**config.mk**
```make
export PLATFORM = sky130hd
export DESIGN_NAME = dcf77_time_code_encoder_flat
export DESIGN_NICKNAME = d
export VERILOG_FILES = /design/src/design/dcf_pkg.sv /design/src/design/dcf_req_if.sv /design/src/design/dcf_pulse_if.sv /design/src/design/dcf_cfg_if.sv /design/src/design/dcf_frame_enc.sv /design/src/design/dcf77_time_code_encoder.sv /design/src/flat_wrapper.sv
export VERILOG_INCLUDE_DIRS = /design/src /design/src/design
export SDC_FILE = /design/constraint.sdc
export NUM_CORES = 1
export LEC_CHECK = 0
export BUFFER_PORTS_ARGS = -buffer_cell sky130_fd_sc_hd__buf_2
export CORE_AREA = 2 2 103 105
export CTS_CLUSTER_DIAMETER = 150
export DETAILED_ROUTE_END_ITERATION = 8
export DIE_AREA = 0 0 105 107
export GPL_ROUTABILITY_DRIVEN = 0
export PLACE_DENSITY = 0.73
export SLEW_MARGIN = 10
export SYNTH_ARGS = -nofsm -noshare
export SYNTH_HDL_FRONTEND = slang
export SYNTH_SLANG_ARGS = --single-unit
```
**constraint.sdc**
```tcl
create_clock -name clk -period 4.8 [get_ports clk]
set_clock_uncertainty 0.1 [all_clocks]
set_input_delay 0.72 -clock clk [delete_from_list [all_inputs] [get_ports clk]]
set_output_delay 0.72 -clock clk [all_outputs]
set_load 0.005 [all_outputs]
```
**src/design/dcf77_time_code_encoder_assert.svh**
```systemverilog
// Assertion macros used by the time code encoder RTL.
`ifndef DCF77_TIME_CODE_ENCODER_ASSERT_SVH
`define DCF77_TIME_CODE_ENCODER_ASSERT_SVH
`ifndef ASSERT_OFF
`define DCF_ASSERT_IMP(label, clk, rst, ante, cons) \
  label: assert property (@(posedge clk) disable iff (rst) (ante) |-> (cons)) \
    else $error("dcf77 encoder: same-cycle check failed");
`define DCF_ASSERT_NEXT(label, clk, rst, ante, cons) \
  label: assert property (@(posedge clk) disable iff (rst) (ante) |=> (cons)) \
    else $error("dcf77 encoder: next-cycle check failed");
`else
`define DCF_ASSERT_IMP(label, clk, rst, ante, cons)
`define DCF_ASSERT_NEXT(label, clk, rst, ante, cons)
`endif
`endif

```
**src/design/dcf_pkg.sv**
```systemverilog
// Types, constants and helper functions of the time code encoder.
`default_nettype none
package dcf_pkg;

  localparam int unsigned CfgIndexW = 1;
  localparam int unsigned PulseCountW = 16;

  typedef logic [5:0] sec_t;
  typedef logic [5:0] min_t;
  typedef logic [4:0] hour_t;
  typedef logic [PulseCountW-1:0] pulse_count_t;
  typedef logic [CfgIndexW-1:0] cfg_index_t;

  typedef enum logic [CfgIndexW-1:0] {
    REG_SHORT_PULSE = 1'b0,
    REG_LONG_PULSE  = 1'b1
  } cfg_reg_t;

  localparam pulse_count_t SHORT_PULSE_RESET = 16'd31250;
  localparam pulse_count_t LONG_PULSE_RESET  = 16'd62500;

  localparam sec_t  SEC_PER_MIN  = 6'd60;
  localparam min_t  MIN_PER_HOUR = 6'd60;
  localparam hour_t HOUR_PER_DAY = 5'd24;

  localparam sec_t SEC_LAST      = 6'd59;
  localparam sec_t SEC_START     = 6'd20;
  localparam sec_t SEC_MIN_FIRST = 6'd21;
  localparam sec_t SEC_MIN_LAST  = 6'd27;
  localparam sec_t SEC_MIN_PAR   = 6'd28;
  localparam sec_t SEC_HOUR_FIRST = 6'd29;
  localparam sec_t SEC_HOUR_LAST = 6'd34;
  localparam sec_t SEC_HOUR_PAR  = 6'd35;

  localparam logic REQ_TICK = 1'b0;
  localparam logic REQ_LOAD = 1'b1;

  // Binary to packed BCD for values below 64; tens digit found by compares.
  function automatic logic [7:0] to_bcd(input logic [5:0] v);
    logic [2:0] tens;
    logic [5:0] ones;
    if (v >= 6'd60) begin
      tens = 3'd6;
    end else if (v >= 6'd50) begin
      tens = 3'd5;
    end else if (v >= 6'd40) begin
      tens = 3'd4;
    end else if (v >= 6'd30) begin
      tens = 3'd3;
    end else if (v >= 6'd20) begin
      tens = 3'd2;
    end else if (v >= 6'd10) begin
      tens = 3'd1;
    end else begin
      tens = 3'd0;
    end
    ones = v - ({3'b000, tens} * 6'd10);
    return {1'b0, tens, ones[3:0]};
  endfunction

endpackage
`default_nettype wire

```
**src/design/dcf_req_if.sv**
```systemverilog
// Request channel: tick or time-of-day load.
`default_nettype none
interface dcf_req_if import dcf_pkg::*; ();
  logic  valid;
  logic  ready;
  logic  req_type;
  hour_t load_hour;
  min_t  load_minute;
  sec_t  load_second;

  modport source (output valid, output req_type, output load_hour,
                  output load_minute, output load_second, input ready);
  modport sink (input valid, input req_type, input load_hour,
                input load_minute, input load_second, output ready);
endinterface
`default_nettype wire

```
**src/design/dcf_pulse_if.sv**
```systemverilog
// Result channel: one time code pulse description per request.
`default_nettype none
interface dcf_pulse_if import dcf_pkg::*; ();
  logic         valid;
  logic         ready;
  logic         pulse_on;
  logic         bit_value;
  pulse_count_t pulse_count;
  sec_t         second_index;

  modport source (output valid, output pulse_on, output bit_value,
                  output pulse_count, output second_index, input ready);
  modport sink (input valid, input pulse_on, input bit_value,
                input pulse_count, input second_index, output ready);
endinterface
`default_nettype wire

```
**src/design/dcf_cfg_if.sv**
```systemverilog
// Configuration write channel.
`default_nettype none
interface dcf_cfg_if import dcf_pkg::*; ();
  logic         valid;
  logic         ready;
  cfg_index_t   reg_index;
  pulse_count_t data;

  modport source (output valid, output reg_index, output data, input ready);
  modport sink (input valid, input reg_index, input data, output ready);
endinterface
`default_nettype wire

```
**src/design/dcf_frame_enc.sv**
```systemverilog
// Selects the time code bit for one second of the frame.
`default_nettype none
module dcf_frame_enc import dcf_pkg::*; (
  input  sec_t       second,
  input  logic [6:0] minute_bcd,
  input  logic [5:0] hour_bcd,
  output logic       bit_value
);

  sec_t       min_off;
  sec_t       hour_off;
  logic [7:0] min_bits;
  logic [7:0] hour_bits;

  assign min_off   = second - SEC_MIN_FIRST;
  assign hour_off  = second - SEC_HOUR_FIRST;
  assign min_bits  = {1'b0, minute_bcd};
  assign hour_bits = {2'b00, hour_bcd};

  always_comb begin
    if (second == SEC_START) begin
      bit_value = 1'b1;
    end else if (second >= SEC_MIN_FIRST && second <= SEC_MIN_LAST) begin
      bit_value = min_bits[min_off[2:0]];
    end else if (second == SEC_MIN_PAR) begin
      bit_value = ^minute_bcd;
    end else if (second >= SEC_HOUR_FIRST && second <= SEC_HOUR_LAST) begin
      bit_value = hour_bits[hour_off[2:0]];
    end else if (second == SEC_HOUR_PAR) begin
      bit_value = ^hour_bcd;
    end else begin
      bit_value = 1'b0;
    end
  end

endmodule
`default_nettype wire

```
**src/design/dcf77_time_code_encoder.sv**
```systemverilog
// The time of day and the latched BCD fields live in registers, a tick is
// encoded by one level of bit selection and counter increment, and the result
// sits in a single output register in the cycle after a request is taken. A
// new request is taken every cycle as long as the result register is empty or
// being read in the same cycle, so throughput is one request per clock. A tick
// reports the pulse for the current second (none in second 59) and then
// advances the time; a load sets the time (values out of range become zero)
// and reports no pulse. Pulse length compare values are written on the
// configuration channel and should only change while no request is in flight.
`default_nettype none
`include "dcf77_time_code_encoder_assert.svh"
module dcf77_time_code_encoder import dcf_pkg::*; (
  input  wire logic  clk,
  input  wire logic  rst,
  dcf_req_if.sink    req,
  dcf_pulse_if.source pulse,
  dcf_cfg_if.sink    cfg
);

  hour_t        hour_count;
  min_t         minute_count;
  sec_t         second_count;
  logic [6:0]   latched_minute_bcd;
  logic [5:0]   latched_hour_bcd;
  pulse_count_t short_pulse_count;
  pulse_count_t long_pulse_count;

  logic         out_valid;
  logic         out_pulse_on;
  logic         out_bit_value;
  pulse_count_t out_pulse_count;
  sec_t         out_second_index;

  logic         req_accept;
  logic         frame_bit;
  logic [7:0]   minute_bcd_full;
  logic [7:0]   hour_bcd_full;

  hour_t        hour_count_next;
  min_t         minute_count_next;
  sec_t         second_count_next;
  logic         res_pulse_on;
  logic         res_bit_value;
  pulse_count_t res_pulse_count;
  sec_t         res_second_index;

  assign req.ready  = !out_valid || pulse.ready;
  assign req_accept = req.valid && req.ready;
  assign cfg.ready  = 1'b1;

  assign minute_bcd_full = to_bcd(minute_count);
  assign hour_bcd_full   = to_bcd({1'b0, hour_count});

  dcf_frame_enc u_frame_enc (
    .second     (second_count),
    .minute_bcd (latched_minute_bcd),
    .hour_bcd   (latched_hour_bcd),
    .bit_value  (frame_bit)
  );

  always_comb begin
    hour_count_next   = hour_count;
    minute_count_next = minute_count;
    second_count_next = second_count;
    res_pulse_on      = 1'b0;
    res_bit_value     = 1'b0;
    res_pulse_count   = '0;
    res_second_index  = second_count;
    if (req.req_type == REQ_LOAD) begin
      hour_count_next   = (req.load_hour >= HOUR_PER_DAY) ? '0 : req.load_hour;
      minute_count_next = (req.load_minute >= MIN_PER_HOUR) ? '0 : req.load_minute;
      second_count_next = (req.load_second >= SEC_PER_MIN) ? '0 : req.load_second;
      res_second_index  = second_count_next;
    end else begin
      if (second_count != SEC_LAST) begin
        res_pulse_on    = 1'b1;
        res_bit_value   = frame_bit;
        res_pulse_count = frame_bit ? long_pulse_count : short_pulse_count;
      end
      // Second, minute and hour roll over in a chain.
      if (second_count >= SEC_LAST) begin
        second_count_next = '0;
        if (minute_count >= MIN_PER_HOUR - 6'd1) begin
          minute_count_next = '0;
          if (hour_count >= HOUR_PER_DAY - 5'd1) begin
            hour_count_next = '0;
          end else begin
            hour_count_next = hour_count + 5'd1;
          end
        end else begin
          minute_count_next = minute_count + 6'd1;
        end
      end else begin
        second_count_next = second_count + 6'd1;
      end
    end
  end

  always_ff @(posedge clk) begin
    if (rst) begin
      hour_count         <= '0;
      minute_count       <= '0;
      second_count       <= '0;
      latched_minute_bcd <= '0;
      latched_hour_bcd   <= '0;
      short_pulse_count  <= SHORT_PULSE_RESET;
      long_pulse_count   <= LONG_PULSE_RESET;
      out_valid          <= 1'b0;
    end else begin
      if (cfg.valid && cfg.ready) begin
        case (cfg.reg_index)
          REG_SHORT_PULSE: short_pulse_count <= cfg.data;
          REG_LONG_PULSE:  long_pulse_count  <= cfg.data;
          default: ;
        endcase
      end
      if (req_accept) begin
        hour_count   <= hour_count_next;
        minute_count <= minute_count_next;
        second_count <= second_count_next;
        // The frame fields are captured at the start of each minute.
        if (req.req_type == REQ_TICK && second_count == '0) begin
          latched_minute_bcd <= minute_bcd_full[6:0];
          latched_hour_bcd   <= hour_bcd_full[5:0];
        end
        out_valid <= 1'b1;
      end else if (pulse.ready) begin
        out_valid <= 1'b0;
      end
    end
  end

  always_ff @(posedge clk) begin
    if (req_accept) begin
      out_pulse_on     <= res_pulse_on;
      out_bit_value    <= res_bit_value;
      out_pulse_count  <= res_pulse_count;
      out_second_index <= res_second_index;
    end
  end

  assign pulse.valid        = out_valid;
  assign pulse.pulse_on     = out_pulse_on;
  assign pulse.bit_value    = out_bit_value;
  assign pulse.pulse_count  = out_pulse_count;
  assign pulse.second_index = out_second_index;

  `DCF_ASSERT_IMP(a_time_in_range, clk, rst, 1'b1, second_count < SEC_PER_MIN && minute_count < MIN_PER_HOUR && hour_count < HOUR_PER_DAY)
  `DCF_ASSERT_IMP(a_no_pulse_at_gap, clk, rst, out_valid && out_second_index == SEC_LAST, !out_pulse_on && !out_bit_value)
  `DCF_ASSERT_IMP(a_long_for_one, clk, rst, out_valid && out_pulse_on && out_bit_value, out_pulse_count == long_pulse_count)
  `DCF_ASSERT_NEXT(a_wrap_after_gap, clk, rst, req_accept && req.req_type == REQ_TICK && second_count == SEC_LAST, second_count == '0)
  `DCF_ASSERT_NEXT(a_result_follows_request, clk, rst, req_accept, out_valid)

endmodule
`default_nettype wire
```
**src/flat_wrapper.sv**
```systemverilog
// flat-port wrapper written by rule: the top's interface ports become plain ports
module dcf77_time_code_encoder_flat import dcf_pkg::*;
  (clk, rst, req_valid, req_req_type, req_load_hour, req_load_minute, req_load_second, req_ready, pulse_valid, pulse_pulse_on, pulse_bit_value, pulse_pulse_count, pulse_second_index, pulse_ready, cfg_valid, cfg_reg_index, cfg_data, cfg_ready);
  dcf_req_if req_i ();
  dcf_pulse_if pulse_i ();
  dcf_cfg_if cfg_i ();
  input  wire logic clk;
  input  wire logic rst;
  input wire logic [$bits(req_i.valid)-1:0] req_valid;
  input wire logic [$bits(req_i.req_type)-1:0] req_req_type;
  input wire logic [$bits(req_i.load_hour)-1:0] req_load_hour;
  input wire logic [$bits(req_i.load_minute)-1:0] req_load_minute;
  input wire logic [$bits(req_i.load_second)-1:0] req_load_second;
  output wire logic [$bits(req_i.ready)-1:0] req_ready;
  output wire logic [$bits(pulse_i.valid)-1:0] pulse_valid;
  output wire logic [$bits(pulse_i.pulse_on)-1:0] pulse_pulse_on;
  output wire logic [$bits(pulse_i.bit_value)-1:0] pulse_bit_value;
  output wire logic [$bits(pulse_i.pulse_count)-1:0] pulse_pulse_count;
  output wire logic [$bits(pulse_i.second_index)-1:0] pulse_second_index;
  input wire logic [$bits(pulse_i.ready)-1:0] pulse_ready;
  input wire logic [$bits(cfg_i.valid)-1:0] cfg_valid;
  input wire logic [$bits(cfg_i.reg_index)-1:0] cfg_reg_index;
  input wire logic [$bits(cfg_i.data)-1:0] cfg_data;
  output wire logic [$bits(cfg_i.ready)-1:0] cfg_ready;
  assign req_i.valid = req_valid;
  assign req_i.req_type = req_req_type;
  assign req_i.load_hour = req_load_hour;
  assign req_i.load_minute = req_load_minute;
  assign req_i.load_second = req_load_second;
  assign req_ready = req_i.ready;
  assign pulse_valid = pulse_i.valid;
  assign pulse_pulse_on = pulse_i.pulse_on;
  assign pulse_bit_value = pulse_i.bit_value;
  assign pulse_pulse_count = pulse_i.pulse_count;
  assign pulse_second_index = pulse_i.second_index;
  assign pulse_i.ready = pulse_ready;
  assign cfg_i.valid = cfg_valid;
  assign cfg_i.reg_index = cfg_reg_index;
  assign cfg_i.data = cfg_data;
  assign cfg_ready = cfg_i.ready;
  dcf77_time_code_encoder u_core (.clk(clk), .rst(rst), .req(req_i), .pulse(pulse_i), .cfg(cfg_i));
endmodule
```
# [After elaboration in Yosys (flattened, before gate mapping)]
# Index checks and enable logic that the tools add are counted.
[word_totals] elab_cells=108 in_bits=40 reg_bits=87
[op_classes] addsub=7 reduce_logical=18 n_mux=38 bitwise=3 mul=2 eq_ne=4 magnitude_cmp=24
[op_table] operator="2-to-1 mux 6 bit" count=8
[op_table] operator="greater-or-equal comparator 6 bit, second input constant" count=7
[op_table] operator="2-to-1 mux 3 bit" count=10
[op_table] operator="2-to-1 mux 5 bit" count=5
[op_table] operator="greater-or-equal comparator 6 x 5 -> 1 bit, second input constant" count=4
[op_table] operator="greater-or-equal comparator 5 bit, second input constant" count=4
[op_table] operator="greater-or-equal comparator 5 x 6 -> 1 bit, second input constant" count=3
[op_table] operator="2-to-1 mux 16 bit" count=1
[op_table] operator="adder 6 x 1 -> 6 bit, second input constant" count=2
[op_table] operator="equality test 6 x 5 -> 1 bit, second input constant" count=2
[op_table] operator="2-to-1 mux 1 bit" count=12
[op_table] operator="< comparator 3 x 4 -> 1 bit, second input constant" count=2
[op_table] operator="AND reduction 2 bit" count=4
[op_table] operator="subtractor 4 bit" count=2
[op_table] operator="parity 7 bit" count=1
[op_table] operator="binary-select mux 1 bit (select 3 bit)" count=2
[op_table] operator="equality test 6 bit, second input constant" count=1
[op_table] operator="greater-or-equal comparator 6 x 4 -> 1 bit, second input constant" count=1
[op_table] operator="<= comparator 6 x 5 -> 1 bit, second input constant" count=1
[op_table] operator="<= comparator 6 bit, second input constant" count=1
[op_table] operator="zero test 6 bit" count=1
[op_table] operator="multiplier 3 x 3 -> 3 bit, second input constant" count=2
[op_table] operator="inequality test 6 bit, second input constant" count=1
[op_table] operator="nonzero test 2 bit" count=3
[op_table] operator="other kinds (10)" count=16

# [Depth between registers and ports, before layout]
[logic_depth] ltp_word=9 depth_mapped=12

# [Hierarchy]
# Synthesis repeated with hierarchy kept, for this count alone.
[hier_totals] hier_cells=485 hier_area_um2=4475.5
[modules_own_cells] module="dcf77_time_code_encoder" n_inst=1 cells_per_inst=441 area_per_inst_um2=4045.1 seq_area_each_um2=1981.9
[modules_own_cells] module="dcf_frame_enc" n_inst=1 cells_per_inst=44 area_per_inst_um2=430.4 seq_area_each_um2=0.0

# [Worst setup path before layout]
# No wires, ideal clock.
[synth_path] kind="in2reg" startpoint="input pulse_ready" endpoint="register u_core.latched_minute_bcd[4]" cell_stages=7 n_path_buf=1 t_required_ns=4.572 slack_ns=1.841 t_arrival_ns=2.732 path_cell_list="nand2b_1 -> nand2_1 -> clkinv_1 -> nand4_1 -> clkbuf_1 -> mux2i_1 -> nor2_1"
[synth_between] elab_chain_len=3
[synth_lines] element="start, declared" line="flat_wrapper.sv:20" text="input wire logic [$bits(pulse_i.ready)-1:0] pulse_ready;"
[synth_lines] element="logical OR 1 bit" line="dcf77_time_code_encoder.sv:47" text="assign req.ready = !out_valid || pulse.ready;"
[synth_lines] element="logical AND 1 bit" line="dcf77_time_code_encoder.sv:48" text="assign req_accept = req.valid && req.ready;"
[synth_lines] element="named net u_core.req_accept" line="dcf77_time_code_encoder.sv:34" text="logic req_accept;"
[synth_lines] element="AND reduction 2 bit (no source line)"
[synth_lines] element="end signal, assigned" line="dcf77_time_code_encoder.sv:123" text="latched_minute_bcd <= minute_bcd_full[6:0];"
[synth_lines] element="end, declared" line="dcf77_time_code_encoder.sv:23" text="logic [6:0] latched_minute_bcd;"
# The timed path passes the listed nets, and every way through them passes these cells.
# A chain may end at the register's enable or synchronous reset.

# [Worst setup path after layout]
[layout_path] startpoint="register u_core.second_count[0]" endpoint="register u_core.out_pulse_count[10], in the netlist u_core.pulse.pulse_count[10] (data pin)"
[layout_between] elab_chain_len=8 elab_cells_between_ends=24
[layout_lines] element="start, declared" line="dcf77_time_code_encoder.sv:22" text="sec_t second_count;"
[layout_lines] element="start signal, assigned" line="dcf77_time_code_encoder.sv:120" text="second_count <= second_count_next;"
[layout_lines] element="subtractor 3 bit" line="dcf_frame_enc.sv:15, dcf_frame_enc.sv:16"
[layout_lines] element="binary-select mux 1 bit (select 3 bit)" line="dcf_frame_enc.sv:28" text="bit_value = hour_bits[hour_off[2:0]];"
[layout_lines] element="2-to-1 mux 1 bit (implied by the code)" line="dcf_frame_enc.sv:28"
[layout_lines] element="2-to-1 mux 1 bit" line="dcf_frame_enc.sv:27" text="end else if (second >= SEC_HOUR_FIRST && second <= SEC_HOUR_LAST) begin"
[layout_lines] element="2-to-1 mux 1 bit" line="dcf_frame_enc.sv:25" text="end else if (second == SEC_MIN_PAR) begin"
[layout_lines] element="2-to-1 mux 1 bit" line="dcf_frame_enc.sv:23" text="end else if (second >= SEC_MIN_FIRST && second <= SEC_MIN_LAST) begin"
[layout_lines] element="2-to-1 mux 1 bit" line="dcf_frame_enc.sv:21" text="if (second == SEC_START) begin"
[layout_lines] element="2-to-1 mux 16 bit" line="dcf77_time_code_encoder.sv:78" text="res_pulse_count = frame_bit ? long_pulse_count : short_pulse_count;"
[layout_lines] element="end signal, assigned" line="dcf77_time_code_encoder.sv:137" text="out_pulse_count <= res_pulse_count;"
[layout_lines] element="end, declared" line="dcf77_time_code_encoder.sv:31" text="pulse_count_t out_pulse_count;"
# Several ways; a longest one is shown, not always the timed one. The select of a mux whose other input is x is not followed.

==> run metrics <==
fin. max-slew vios 0; Req. time, crit path 4.91 ns; Hold Buf Count CTS 0; DR DRC count 0; share of cells above drive strength 1 0.163; worst-margin pin slew 1.08 ns; endpoints failing setup 0; Max Cap Violations 0; Max H-tree Level 3; R2R Path Start u_core.second_count[0]$_SDFFE_PP0P_; Iter 0 DRT Violations 204; setup TNS 0 ns; top-area cell type share of the netlist area 0.282; Setup Buffers After CTS 0; Worst Path Max Fanout 17; FF-to-FF setup slack 1.71 ns; Post-synth ARST share 0; CTS tree yes; register area share after synthesis 0.444; fmax 0.324 GHz; vias 3755; fillcell total 990; top-count cell post-synth nand2_1; clk buf depth 2; unrepaired setup endpoints after global routing no; initial antenna violation count 0; Syn. warnings 0; period utilization 0.644; synth cell count leaders 119 x nand2_1, 63 x dfxtp_1, 46 x nor2_1; Die H 107 um; HPWL after DPL 6750 um; wire per inst 13.9 um; layout overhead on the synthesized area 12.0%; grt ovf 0; WHS Path Cells 2; Clock Latency Late Sink 0.35 ns; Num CTS Buffers 9; first-pass GRT wire length 15900 um; crit start category register; Hold WC Path Type register to register; antenna-violating nets left 0; Rows 37; Yosys top cell by area dfxtp_1; Ports 67; Hold Vio Cnt, Final 0; Synth Instances 521; starting density of the core 0.443; register bit total from synthesis 87; Die W 105 um; Core ar. 10100 um^2; final WL 9790 um; dpl cell area 4830 um^2; Synth cell types 55; drt via density 5.32; Slew headroom 0.277; total leakage power 2.08 nW; average size of a mapped cell 8.57 um^2; first-pass detailed-route iteration total 4; Synth Cell Area 4470 um^2; Synth Net Count 573; Root Buffer clkbuf_8; peak supply drop 0.000119 V; Layout Nets 617; R2R Path End u_core.pulse.pulse_count[10]$_SDFFCE_PP0P_; n_diodes 0; main area contributors after synthesis dfxtp_1 28%, edfxtp_1 16%, nand2_1 10%; Sink Count 87; register area 1980 um^2; R2R depth 8; PortBufs 65; Post-synth EDFFs 24; clock-pin slew on the worst setup and hold paths 0.08 ns; run status finished, final reports clean; Tmin final 3.09 ns; vias in the first global route 3458; GRT Overall Usage 0.177; Resized Gates After CTS 0; beginning of the worst hold path u_core.short_pulse_count[2]$_SDFFE_PP0P_; multi-input logic area 2240 um^2; kind of critical path register to register; ys flop type dfxtp_1; largest net degree at the start of global routing 64; die area 11200 um^2; Final Cell Area 5000 um^2; WP data arrival 3.20 ns; pwr/cell area 301 nW/um^2; CP Capture Type register; hold endpoint u_core.short_pulse_count[2]$_SDFFE_PP0P_
## critical path: stages (launching register included)
cell and delay [ns]:
dfxtp_1 0.60, inv_1 0.18, ha_1 0.47, mux4_2 0.34
a22o_1 0.23, or3b_1 0.37, nand4_1 0.11, buf_4 0.31
mux2i_1 0.23
## power by group
part,switching [mW],total [mW],internal [mW]
clock network,0.261,0.463,0.203
logic,0.123,0.216,0.0923
registers,0.0321,0.829,0.797
total,0.416,1.51,1.09
## through the flow
stage | std cells | util | total power [mW] | hold WS, ns | worst slack, ns
2_1_floorplan | 521 | - | 0.994 | 0.337 | 1.84
3_3_place_gp | 690 | 0.478 | 1.05 | 0.342 | 1.78
3_5_place_dp | 690 | 0.478 | 1.06 | 0.347 | 1.59
4_1_cts | 706 | 0.496 | 1.52 | 0.360 | 1.66
5_1_grt | 706 | 0.496 | 1.58 | 0.374 | 1.54
6_report | 706 | 0.496 | 1.51 | 0.357 | 1.71
## logic make-up after synthesis
| group | after synthesis | share of synthesized area |
|---|---|---|
| AO/OA/AOI/OAI | 101 | 0.144 |
| XOR/XNOR | 21 | 0.0412 |
| adder cells (fa/ha/maj) | 13 | 0.0392 |
| buffers and inverters | 57 | 0.0566 |
| flip-flops | 87 | 0.444 |
| multiplexers | 24 | 0.0605 |
| other | 1 | 0.000840 |
| AND/OR/NAND/NOR | 217 | 0.214 |
## flip-flops by register name, summed over array words and instances (netlist names)
register,flops
u_core.pulse.pulse_count,16
u_core.latched_minute_bcd,7
u_core.latched_hour_bcd,6
u_core.minute_count,6
u_core.pulse.bit_value,1
u_core.hour_count,5
u_core.pulse.pulse_on,1
u_core.long_pulse_count,16
u_core.pulse.second_index,6
u_core.second_count,6
u_core.pulse.valid,1
u_core.short_pulse_count,16
## layout by cell type (no fill, tap or decap), types with 3 or more instances in the layout
cell type | Yosys | routed
nand3b_1 | 15 | 15
nor3_1 | 5 | 5
nand3_1 | 11 | 11
a41oi_1 | 3 | 3
xnor2_1 | 17 | 17
nor2b_1 | 3 | 3
mux2i_1 | 21 | 21
a21oi_1 | 41 | 41
dfxtp_1 | 63 | 63
ha_1 | 10 | 10
edfxtp_1 | 24 | 24
nor2_1 | 46 | 46
o21ai_0 | 14 | 14
a22oi_1 | 8 | 8
xor2_1 | 4 | 4
clkbuf_8 | 0 | 10
nand2_1 | 119 | 119
inv_1 | 19 | 19
nand2b_1 | 3 | 3
buf_2 | 0 | 65
buf_4 | 2 | 5
clkinv_1 | 1 | 3
a211oi_1 | 11 | 11
nand4_1 | 3 | 3
a221oi_1 | 3 | 3
## per-layer routing
layer,wire length [um],share of wire,up-vias,track usage
met2,4860,0.50,117,0.310
li1,-,-,1875,-
met4,191,0.020,0,0.0924
met3,523,0.053,13,0.0261
met1,4220,0.43,1750,0.210
met5,0,0,-,0
## cell type report
class / count / area share
multi-input combinational: 377 / 0.447
sequential: 87 / 0.396
timing repair buffer: 70 / 0.0725
tap: 136 / 0.0340
clock buffer: 11 / 0.0283
inverter: 20 / 0.0150
clock inverter: 5 / 0.00675
## worst max path at each step
stage / startpoint / end / cells after the start
after floorplan: pulse_ready / u_core.latched_minute_bcd[4]$_SDFFE_PP0P_ / 7
after global placement: pulse_ready / u_core.latched_minute_bcd[6]$_SDFFE_PP0P_ / 9
after detailed placement: pulse_ready / u_core.latched_minute_bcd[6]$_SDFFE_PP0P_ / 9
after CTS: u_core.second_count[0]$_SDFFE_PP0P_ / u_core.pulse.pulse_count[2]$_SDFFCE_PP0P_ / 8
after global routing: u_core.second_count[0]$_SDFFE_PP0P_ / u_core.pulse.pulse_count[1]$_SDFFCE_PP0P_ / 8
final: u_core.second_count[0]$_SDFFE_PP0P_ / u_core.pulse.pulse_count[10]$_SDFFCE_PP0P_ / 8
Note: power is estimated with default switching activity, not from simulation.
